`src/rtl/core/rau_pkg.sv`:
```
// Shared types and constants of the rational arithmetic unit.
// No dependencies; used by every module of the block except rau_checker.
`timescale 1ns / 1ps

package rau_pkg;

    localparam int DEF_WIDTH = 32;   // default internal arithmetic width
    localparam int FIELD_W   = 32;   // width of every fraction field on the ports
    localparam int OP_W      = 3;

    localparam logic [OP_W-1:0] OP_ADD = 3'd0;
    localparam logic [OP_W-1:0] OP_SUB = 3'd1;
    localparam logic [OP_W-1:0] OP_MUL = 3'd2;
    localparam logic [OP_W-1:0] OP_DIV = 3'd3;
    localparam logic [OP_W-1:0] OP_EQ  = 3'd4;

    // start/finish pair between the sequencer and one iterative unit
    typedef struct packed {
        logic start;
    } t_unit_req;

    typedef struct packed {
        logic done;
    } t_unit_rsp;

endpackage

```
`src/rtl/core/rational_arithmetic_unit.sv`:
```
// Rational arithmetic unit: top level with the operation sequencer.
// Depends on rau_pkg, rau_mul, rau_gcd and rau_div.
`timescale 1ns / 1ps

// Usage:
//  Input stream (s_axis): tdata carries a_num, a_den, b_num, b_den, tuser the op.
//  Output stream (m_axis): tdata carries res_num, res_den, tuser the is_equal flag.
//  One result per input transfer. The block handles one item at a time:
//  o_s_axis_tready is high only while idle, and drops after a transfer until
//  its result has been taken on m_axis.
//  Compare and unused ops present their result in the cycle after the transfer.
//  Arithmetic ops run the cross products through one shift-add multiplier
//  (two or three products), then a binary gcd (one shift or subtract per
//  cycle), then two exact divisions on one restoring divider. A zero
//  numerator or denominator skips gcd and division. Items do not overlap:
//  the next transfer can be taken in the cycle after the result transfer.
//  Reset (synchronous, active low) returns to idle and drops o_m_axis_tvalid.
//  When the receiver stalls, the result holds on m_axis and no input is taken.
module rational_arithmetic_unit #(
    parameter int WIDTH = rau_pkg::DEF_WIDTH
) (
    input  logic          i_clk,
    input  logic          i_rst_n,
    input  logic          i_s_axis_tvalid,
    output logic          o_s_axis_tready,
    input  logic [127:0]  i_s_axis_tdata,  // a_num[31:0], a_den[63:32], b_num[95:64], b_den[127:96]
    input  logic [2:0]    i_s_axis_tuser,  // op[2:0]
    output logic          o_m_axis_tvalid,
    input  logic          i_m_axis_tready,
    output logic [63:0]   o_m_axis_tdata,  // res_num[31:0], res_den[63:32]
    output logic [0:0]    o_m_axis_tuser   // is_equal[0]
);
    localparam int FW = rau_pkg::FIELD_W;

    typedef enum logic [6:0] {
        S_IDLE = 7'b0000001,
        S_MUL  = 7'b0000010,
        S_NORM = 7'b0000100,
        S_GCD  = 7'b0001000,
        S_DIVN = 7'b0010000,
        S_DIVD = 7'b0100000,
        S_OUT  = 7'b1000000
    } t_state;

    localparam logic [1:0] STEP_FIRST  = 2'd0;  // a_num * b_den (b_num for multiply)
    localparam logic [1:0] STEP_CROSS  = 2'd1;  // a_den * b_num (negated for subtract), add/sub only
    localparam logic [1:0] STEP_DENOM  = 2'd2;  // a_den * b_den (b_num for divide)

    t_state r_state;
    logic [1:0] r_step;
    logic [rau_pkg::OP_W-1:0] r_op;
    logic [WIDTH-1:0] r_an, r_ad, r_bn, r_bd, r_num, r_den, r_g;
    logic r_eq;
    logic r_mul_go, r_gcd_go, r_div_go;

    rau_pkg::t_unit_req mul_req, gcd_req, div_req;
    rau_pkg::t_unit_rsp mul_rsp, gcd_rsp, div_rsp;
    logic [WIDTH-1:0] mul_a, mul_b, prod, gcd_val, quot, div_x;
    logic [WIDTH-1:0] bn_eff, mag_num, mag_den, flip_num, flip_den, q_signed;
    logic s_acc, m_acc, addsub;

    assign s_acc = i_s_axis_tvalid && o_s_axis_tready;
    assign m_acc = o_m_axis_tvalid && i_m_axis_tready;
    assign addsub = (r_op == rau_pkg::OP_ADD) || (r_op == rau_pkg::OP_SUB);

    assign bn_eff = (r_op == rau_pkg::OP_SUB) ? {WIDTH{1'b0}} - r_bn : r_bn;

    always_comb begin
        case (r_step)
            STEP_FIRST: begin
                mul_a = r_an;
                mul_b = (r_op == rau_pkg::OP_MUL) ? r_bn : r_bd;
            end
            STEP_CROSS: begin
                mul_a = r_ad;
                mul_b = bn_eff;
            end
            default: begin
                mul_a = r_ad;
                mul_b = (r_op == rau_pkg::OP_DIV) ? r_bn : r_bd;
            end
        endcase
    end

    assign mag_num  = r_num[WIDTH-1] ? {WIDTH{1'b0}} - r_num : r_num;
    assign mag_den  = r_den[WIDTH-1] ? {WIDTH{1'b0}} - r_den : r_den;
    assign flip_num = r_den[WIDTH-1] ? {WIDTH{1'b0}} - r_num : r_num;
    assign flip_den = r_den[WIDTH-1] ? {WIDTH{1'b0}} - r_den : r_den;

    assign div_x = (r_state == S_DIVD) ? mag_den : mag_num;
    // sign comes back from the part being divided; it is still unchanged here
    assign q_signed = ((r_state == S_DIVD) ? r_den[WIDTH-1] : r_num[WIDTH-1])
                      ? {WIDTH{1'b0}} - quot : quot;

    assign mul_req.start = r_mul_go;
    assign gcd_req.start = r_gcd_go;
    assign div_req.start = r_div_go;

    rau_mul #(.WIDTH(WIDTH)) u_mul (
        .i_clk(i_clk), .i_rst_n(i_rst_n), .i_req(mul_req),
        .i_a(mul_a), .i_b(mul_b), .o_rsp(mul_rsp), .o_prod(prod)
    );

    rau_gcd #(.WIDTH(WIDTH)) u_gcd (
        .i_clk(i_clk), .i_rst_n(i_rst_n), .i_req(gcd_req),
        .i_a(mag_num), .i_b(mag_den), .o_rsp(gcd_rsp), .o_gcd(gcd_val)
    );

    rau_div #(.WIDTH(WIDTH)) u_div (
        .i_clk(i_clk), .i_rst_n(i_rst_n), .i_req(div_req),
        .i_dividend(div_x), .i_divisor(r_g), .o_rsp(div_rsp), .o_quot(quot)
    );

    // control
    always_ff @(posedge i_clk) begin
        if (!i_rst_n) begin
            r_state  <= S_IDLE;
            r_step   <= STEP_FIRST;
            r_mul_go <= 1'b0;
            r_gcd_go <= 1'b0;
            r_div_go <= 1'b0;
        end else begin
            r_mul_go <= 1'b0;
            r_gcd_go <= 1'b0;
            r_div_go <= 1'b0;
            case (r_state)
                S_IDLE: begin
                    if (s_acc) begin
                        if (i_s_axis_tuser inside {rau_pkg::OP_ADD, rau_pkg::OP_SUB,
                                                   rau_pkg::OP_MUL, rau_pkg::OP_DIV}) begin
                            r_state  <= S_MUL;
                            r_step   <= STEP_FIRST;
                            r_mul_go <= 1'b1;
                        end else begin
                            r_state <= S_OUT;
                        end
                    end
                end
                S_MUL: begin
                    if (mul_rsp.done) begin
                        case (r_step)
                            STEP_FIRST: begin
                                r_step   <= addsub ? STEP_CROSS : STEP_DENOM;
                                r_mul_go <= 1'b1;
                            end
                            STEP_CROSS: begin
                                r_step   <= STEP_DENOM;
                                r_mul_go <= 1'b1;
                            end
                            default: r_state <= S_NORM;
                        endcase
                    end
                end
                S_NORM: begin
                    if (flip_num != '0 && flip_den != '0) begin
                        r_state  <= S_GCD;
                        r_gcd_go <= 1'b1;
                    end else begin
                        r_state <= S_OUT;
                    end
                end
                S_GCD: begin
                    if (gcd_rsp.done) begin
                        r_state  <= S_DIVN;
                        r_div_go <= 1'b1;
                    end
                end
                S_DIVN: begin
                    if (div_rsp.done) begin
                        r_state  <= S_DIVD;
                        r_div_go <= 1'b1;
                    end
                end
                S_DIVD: begin
                    if (div_rsp.done) r_state <= S_OUT;
                end
                S_OUT: begin
                    if (m_acc) r_state <= S_IDLE;
                end
                default: r_state <= S_IDLE;
            endcase
        end
    end

    // datapath
    always_ff @(posedge i_clk) begin
        case (r_state)
            S_IDLE: begin
                if (s_acc) begin
                    r_op  <= i_s_axis_tuser;
                    r_an  <= WIDTH'($signed(i_s_axis_tdata[31:0]));
                    r_ad  <= WIDTH'($signed(i_s_axis_tdata[63:32]));
                    r_bn  <= WIDTH'($signed(i_s_axis_tdata[95:64]));
                    r_bd  <= WIDTH'($signed(i_s_axis_tdata[127:96]));
                    r_num <= '0;
                    r_den <= '0;
                    r_eq  <= (i_s_axis_tuser == rau_pkg::OP_EQ) &&
                             (i_s_axis_tdata[63:0] == i_s_axis_tdata[127:64]);
                end
            end
            S_MUL: begin
                if (mul_rsp.done) begin
                    case (r_step)
                        STEP_FIRST: r_num <= prod;
                        STEP_CROSS: r_num <= r_num + prod;
                        default:    r_den <= prod;
                    endcase
                end
            end
            S_NORM: begin
                r_num <= flip_num;
                r_den <= flip_den;
            end
            S_GCD: begin
                if (gcd_rsp.done) r_g <= gcd_val;
            end
            S_DIVN: begin
                if (div_rsp.done) r_num <= q_signed;
            end
            S_DIVD: begin
                if (div_rsp.done) r_den <= q_signed;
            end
            default: ;
        endcase
    end

    assign o_s_axis_tready = (r_state == S_IDLE);
    assign o_m_axis_tvalid = (r_state == S_OUT);
    assign o_m_axis_tdata  = {FW'($signed(r_den)), FW'($signed(r_num))};
    assign o_m_axis_tuser  = r_eq;
endmodule

```
`src/rtl/core/rau_mul.sv`:
```
// Shift-add multiplier, one partial product per cycle, low WIDTH bits kept.
// Depends on rau_pkg.
`timescale 1ns / 1ps

module rau_mul #(
    parameter int WIDTH = rau_pkg::DEF_WIDTH
) (
    input  logic                i_clk,
    input  logic                i_rst_n,
    input  rau_pkg::t_unit_req  i_req,
    input  logic [WIDTH-1:0]    i_a,
    input  logic [WIDTH-1:0]    i_b,
    output rau_pkg::t_unit_rsp  o_rsp,
    output logic [WIDTH-1:0]    o_prod
);
    localparam int CW = $clog2(WIDTH);

    logic [WIDTH-1:0] r_a, r_b, r_acc;
    logic [CW-1:0]    r_cnt;
    logic             r_busy, r_done;

    always_ff @(posedge i_clk) begin
        if (!i_rst_n) begin
            r_busy <= 1'b0;
            r_done <= 1'b0;
        end else begin
            r_done <= 1'b0;
            if (i_req.start) begin
                r_busy <= 1'b1;
            end else if (r_busy && r_cnt == CW'(WIDTH - 1)) begin
                r_busy <= 1'b0;
                r_done <= 1'b1;
            end
        end
    end

    always_ff @(posedge i_clk) begin
        if (i_req.start) begin
            r_a   <= i_a;
            r_b   <= i_b;
            r_acc <= '0;
            r_cnt <= '0;
        end else if (r_busy) begin
            if (r_b[0]) r_acc <= r_acc + r_a;
            r_a   <= r_a << 1;
            r_b   <= r_b >> 1;
            r_cnt <= r_cnt + 1'b1;
        end
    end

    assign o_rsp.done = r_done;
    assign o_prod     = r_acc;
endmodule

```
`src/rtl/core/rau_gcd.sv`:
```
// Binary gcd of two nonzero unsigned magnitudes, one shift or subtract per cycle.
// Depends on rau_pkg.
`timescale 1ns / 1ps

module rau_gcd #(
    parameter int WIDTH = rau_pkg::DEF_WIDTH
) (
    input  logic                i_clk,
    input  logic                i_rst_n,
    input  rau_pkg::t_unit_req  i_req,
    input  logic [WIDTH-1:0]    i_a,
    input  logic [WIDTH-1:0]    i_b,
    output rau_pkg::t_unit_rsp  o_rsp,
    output logic [WIDTH-1:0]    o_gcd
);
    localparam int CW = $clog2(WIDTH);

    logic [WIDTH-1:0] r_u, r_v, r_g;
    logic [CW-1:0]    r_k;
    logic             r_busy, r_done;

    always_ff @(posedge i_clk) begin
        if (!i_rst_n) begin
            r_busy <= 1'b0;
            r_done <= 1'b0;
        end else begin
            r_done <= 1'b0;
            if (i_req.start) begin
                r_busy <= 1'b1;
            end else if (r_busy && (r_u == '0 || r_v == '0)) begin
                r_busy <= 1'b0;
                r_done <= 1'b1;
            end
        end
    end

    always_ff @(posedge i_clk) begin
        if (i_req.start) begin
            r_u <= i_a;
            r_v <= i_b;
            r_k <= '0;
        end else if (r_busy) begin
            if (r_u == '0 || r_v == '0) begin
                r_g <= (r_u | r_v) << r_k;
            end else if (!r_u[0] && !r_v[0]) begin
                // common factor of two
                r_u <= r_u >> 1;
                r_v <= r_v >> 1;
                r_k <= r_k + 1'b1;
            end else if (!r_u[0]) begin
                r_u <= r_u >> 1;
            end else if (!r_v[0]) begin
                r_v <= r_v >> 1;
            end else if (r_u >= r_v) begin
                r_u <= r_u - r_v;
            end else begin
                r_v <= r_v - r_u;
            end
        end
    end

    assign o_rsp.done = r_done;
    assign o_gcd      = r_g;
endmodule

```
`src/rtl/core/rau_div.sv`:
```
// Restoring unsigned divider, one quotient bit per cycle.
// Depends on rau_pkg.
`timescale 1ns / 1ps

module rau_div #(
    parameter int WIDTH = rau_pkg::DEF_WIDTH
) (
    input  logic                i_clk,
    input  logic                i_rst_n,
    input  rau_pkg::t_unit_req  i_req,
    input  logic [WIDTH-1:0]    i_dividend,
    input  logic [WIDTH-1:0]    i_divisor,
    output rau_pkg::t_unit_rsp  o_rsp,
    output logic [WIDTH-1:0]    o_quot
);
    localparam int CW = $clog2(WIDTH);

    logic [WIDTH-1:0] r_x, r_rem, r_d;
    logic [CW-1:0]    r_cnt;
    logic             r_busy, r_done;
    logic [WIDTH:0]   rem_sh, diff;
    logic             ge;

    assign rem_sh = {r_rem, r_x[WIDTH-1]};
    assign diff   = rem_sh - {1'b0, r_d};
    assign ge     = rem_sh >= {1'b0, r_d};

    always_ff @(posedge i_clk) begin
        if (!i_rst_n) begin
            r_busy <= 1'b0;
            r_done <= 1'b0;
        end else begin
            r_done <= 1'b0;
            if (i_req.start) begin
                r_busy <= 1'b1;
            end else if (r_busy && r_cnt == CW'(WIDTH - 1)) begin
                r_busy <= 1'b0;
                r_done <= 1'b1;
            end
        end
    end

    // quotient bits shift into r_x as the dividend bits shift out
    always_ff @(posedge i_clk) begin
        if (i_req.start) begin
            r_x   <= i_dividend;
            r_d   <= i_divisor;
            r_rem <= '0;
            r_cnt <= '0;
        end else if (r_busy) begin
            r_rem <= ge ? diff[WIDTH-1:0] : rem_sh[WIDTH-1:0];
            r_x   <= {r_x[WIDTH-2:0], ge};
            r_cnt <= r_cnt + 1'b1;
        end
    end

    assign o_rsp.done = r_done;
    assign o_quot     = r_x;
endmodule

```
`config.mk`:
```
export PLATFORM = sky130hd
export DESIGN_NAME = rational_arithmetic_unit
export DESIGN_NICKNAME = d
export VERILOG_FILES = /design/src/rtl/core/rau_pkg.sv /design/src/rtl/core/rational_arithmetic_unit.sv /design/src/rtl/core/rau_mul.sv /design/src/rtl/core/rau_gcd.sv /design/src/rtl/core/rau_div.sv
export SDC_FILE = /design/constraint.sdc
export NUM_CORES = 2
export LEC_CHECK = 0
export BUFFER_PORTS_ARGS = -buffer_cell sky130_fd_sc_hd__buf_4
export CELL_PAD_IN_SITES_DETAIL_PLACEMENT = 1
export CELL_PAD_IN_SITES_GLOBAL_PLACEMENT = 1
export CORE_MARGIN = 2
export CORE_UTILIZATION = 45
export CTS_BUF_LIST = sky130_fd_sc_hd__clkbuf_4 sky130_fd_sc_hd__clkbuf_8
export CTS_CLUSTER_SIZE = 16
export DETAILED_ROUTE_END_ITERATION = 6
export PLACE_DENSITY_LB_ADDON = 0.1
export SLEW_MARGIN = 5
export SYNTH_ARGS = -nofsm -noshare
export SYNTH_HDL_FRONTEND = slang
export SYNTH_HIERARCHICAL = 1
export SYNTH_SLANG_ARGS = --single-unit
export TNS_END_PERCENT = 1
```
`constraint.sdc`:
```
create_clock -name i_clk -period 20.1 [get_ports i_clk]
set_input_delay 3.015 -clock i_clk [delete_from_list [all_inputs] [get_ports i_clk]]
set_output_delay 3.015 -clock i_clk [all_outputs]
set_load 0.05 [all_outputs]
```
==> impl_metrics.json <==
{
  "io_pins": 202,
  "synth.most_common_cell": "edfxtp_1",
  "chipWidth_um": 298,
  "clockBufferDepth": 3,
  "grt_pass1_wl_mm": 205,
  "antenna_found_initial": 8,
  "critPathKind": "reg -> out",
  "yosysSeqAreaShare_pct": 40.0,
  "area_growth_pct": 11.5,
  "cp_cell_sequence": "nor3_1 -> nand2_1 -> nor3b_1 -> buf_4",
  "cp_max_fo": 6,
  "busiest_layer": "met2",
  "synthDistinctLibCells": 112,
  "viasPerCell": 6.00,
  "met1_usage_pct": 42.0,
  "gp_congestion": 0.951,
  "final_max_slew_viol_count": 0,
  "hold_viol": 0,
  "finalPower_mw": 5.13,
  "drc": 0,
  "yosysWarnings": 6,
  "htree_levels": 3,
  "ant_nets": 0,
  "run_status": "finished, final reports clean",
  "synth-async-reset-ratio_pct": 0,
  "ys.flop_type": "edfxtp_1",
  "fmax_ghz": 0.180,
  "ir_drop_v": 0.0000782,
  "postCtsHoldBufs": 0,
  "cts_sinks": 549,
  "place_hpwl_mm": 105,
  "grt_max_degree": 75,
  "hold_ws_ns": 0.413,
  "worst_pin_slew_ns": 1.18,
  "post-place-cells": 5248,
  "insertion_delay_ns": 0.76,
  "fin_nets": 4548,
  "syn_nets": 4448,
  "cts_buffers": 100,
  "syn_inst": 4106,
  "initial_core_util_pct": 45.5,
  "pre_cts_slack_ns": 14.87,
  "drtIter0Drc": 2563,
  "critPathArrivalTime_ns": 2.54,
  "p_leak_nw": 16.5,
  "hp-class": "reg -> reg",
  "core_um2": 85300,
  "routedWlPerCell_um": 25.2,
  "syn_area_per_cell_um2": 9.46,
  "post-route-period-util_pct": 27.6,
  "post-cts-setup-buffers": 0,
  "cts.clk_slew.worst_paths_ns": 0.06,
  "setup_viol": 0,
  "cp-end-kind": "output pin",
  "rsz0062_at_grt": "no",
  "drtPass1Iterations": 5,
  "globalRouteMet3Util_pct": 4.65,
  "fp-row-count": 107,
  "start_kind": "flop",
  "final_cells": 5428,
  "ctsResizeCount": 0,
  "fin_crit_ns": 5.56,
  "dieArea_um2": 88700,
  "synth_seq_cells": 549,
  "synthTopCellsByArea": "edfxtp_1, ha_1, xnor2_1, dfxtp_1, mux2_2",
  "drive_gt1_share_pct": 15.6,
  "synth_area_leader_cell": "edfxtp_1",
  "grt_overflow_total": 0,
  "die_height_um": 298,
  "slowest_stage": "nor3b_1",
  "tns_ns": 0,
  "synth-edff-count": 452,
  "powerDensity_nw_per_um2": 118,
  "finClkSkew_ns": 0.0702,
  "via_count": 32600,
  "synth_common_cells": "edfxtp_1, nor2_1, nand2_1",
  "wl_mm": 137,
  "cts_tree": "yes",
  "yosysTopAreaCellShare_pct": 35.0,
  "clockRootBuffer": "clkbuf_8",
  "met2_usage_pct": 47.6,
  "fin_ws_ns": 14.54,
  "crit_required_ns": 17.09,
  "track_usage_pct": 30.1,
  "synth_area_um2": 38800,
  "maxCapViolations": 0,
  "grt_pass1_vias": 32000,
  "timing.slew.headroom_pct": 21.5,
  "port_buffers": 201,
  "crit_path_max_incr_delay_ns": 0.53
}
[path summary, 6_finish.rpt]
path / startpoint / end / slack (ns) / cells past startpoint
worst min register to register: r_g[16] / u_div/r_d[16] / 0.41 / 0
worst max-delay path: r_state[3] / o_m_axis_tvalid / 14.54 / 4
worst min-delay path: r_g[16] / u_div/r_d[16] / 0.41 / 0
worst max register to register: r_num[5] / r_state[3] / 15.08 / 14
[layout by cell type, fill, tap and decap left out, types with 114 or more instances in the layout]
master      n
edfxtp_1  452
nor2_1    381
nand2_1   341
a21oi_1   320
buf_4     247
xnor2_1   237
inv_1     227
o21ai_0   213
ha_1      202
mux2_2    147
xor2_1    114
[where the power goes]
group	internal, mW	leakage (nW)	switching, mW
combinational	0.759	10.4	1.37
clock	0.649	1.11	0.507
sequential	1.51	5.02	0.328
total	2.92	16.5	2.21
[critical path: cells and delay by family, from the launching register on]
kind / cells / cell delay, ns
simple gates: 3 / 1.11
flops: 1 / 0.35
buf+inv: 1 / 0.31
[stage by stage]
stage / util [%] / instance area, µm²
2_1_floorplan: - / 38800
3_3_place_gp: 48.3 / 41200
3_5_place_dp: 48.3 / 41200
4_1_cts: 50.8 / 43300
5_1_grt: 50.8 / 43300
6_report: 50.8 / 43300
[cell families after synthesis]
kind of cell	synth area share, %
and+or+nand+nor	14.6
AOI/OAI and AO/OA	17.8
DFF	40.0
buffers and inverters	4.88
xor gates and xnor gates	7.92
muxes	8.06
adders and majority gates	6.77
[area by class of cell]
class | count | area (µm²)
fill | 9705 | 42000
multi-input combinational | 3077 | 21500
sequential | 549 | 15500
timing repair buffer | 247 | 1850
clock buffer | 132 | 1640
tap | 1144 | 1430
inverter | 231 | 867
clock inverter | 43 | 484
antenna | 5 | 12.5
[metal layers]
metal | part of all wire (%) | vias to the layer above
met4 | 3.5 | 0
met1 | 45 | 16200
met3 | 5.9 | 200
li1 | - | 15300
met2 | 45 | 918
met5 | 0 | -
Note: power is estimated with default switching activity, not from simulation.
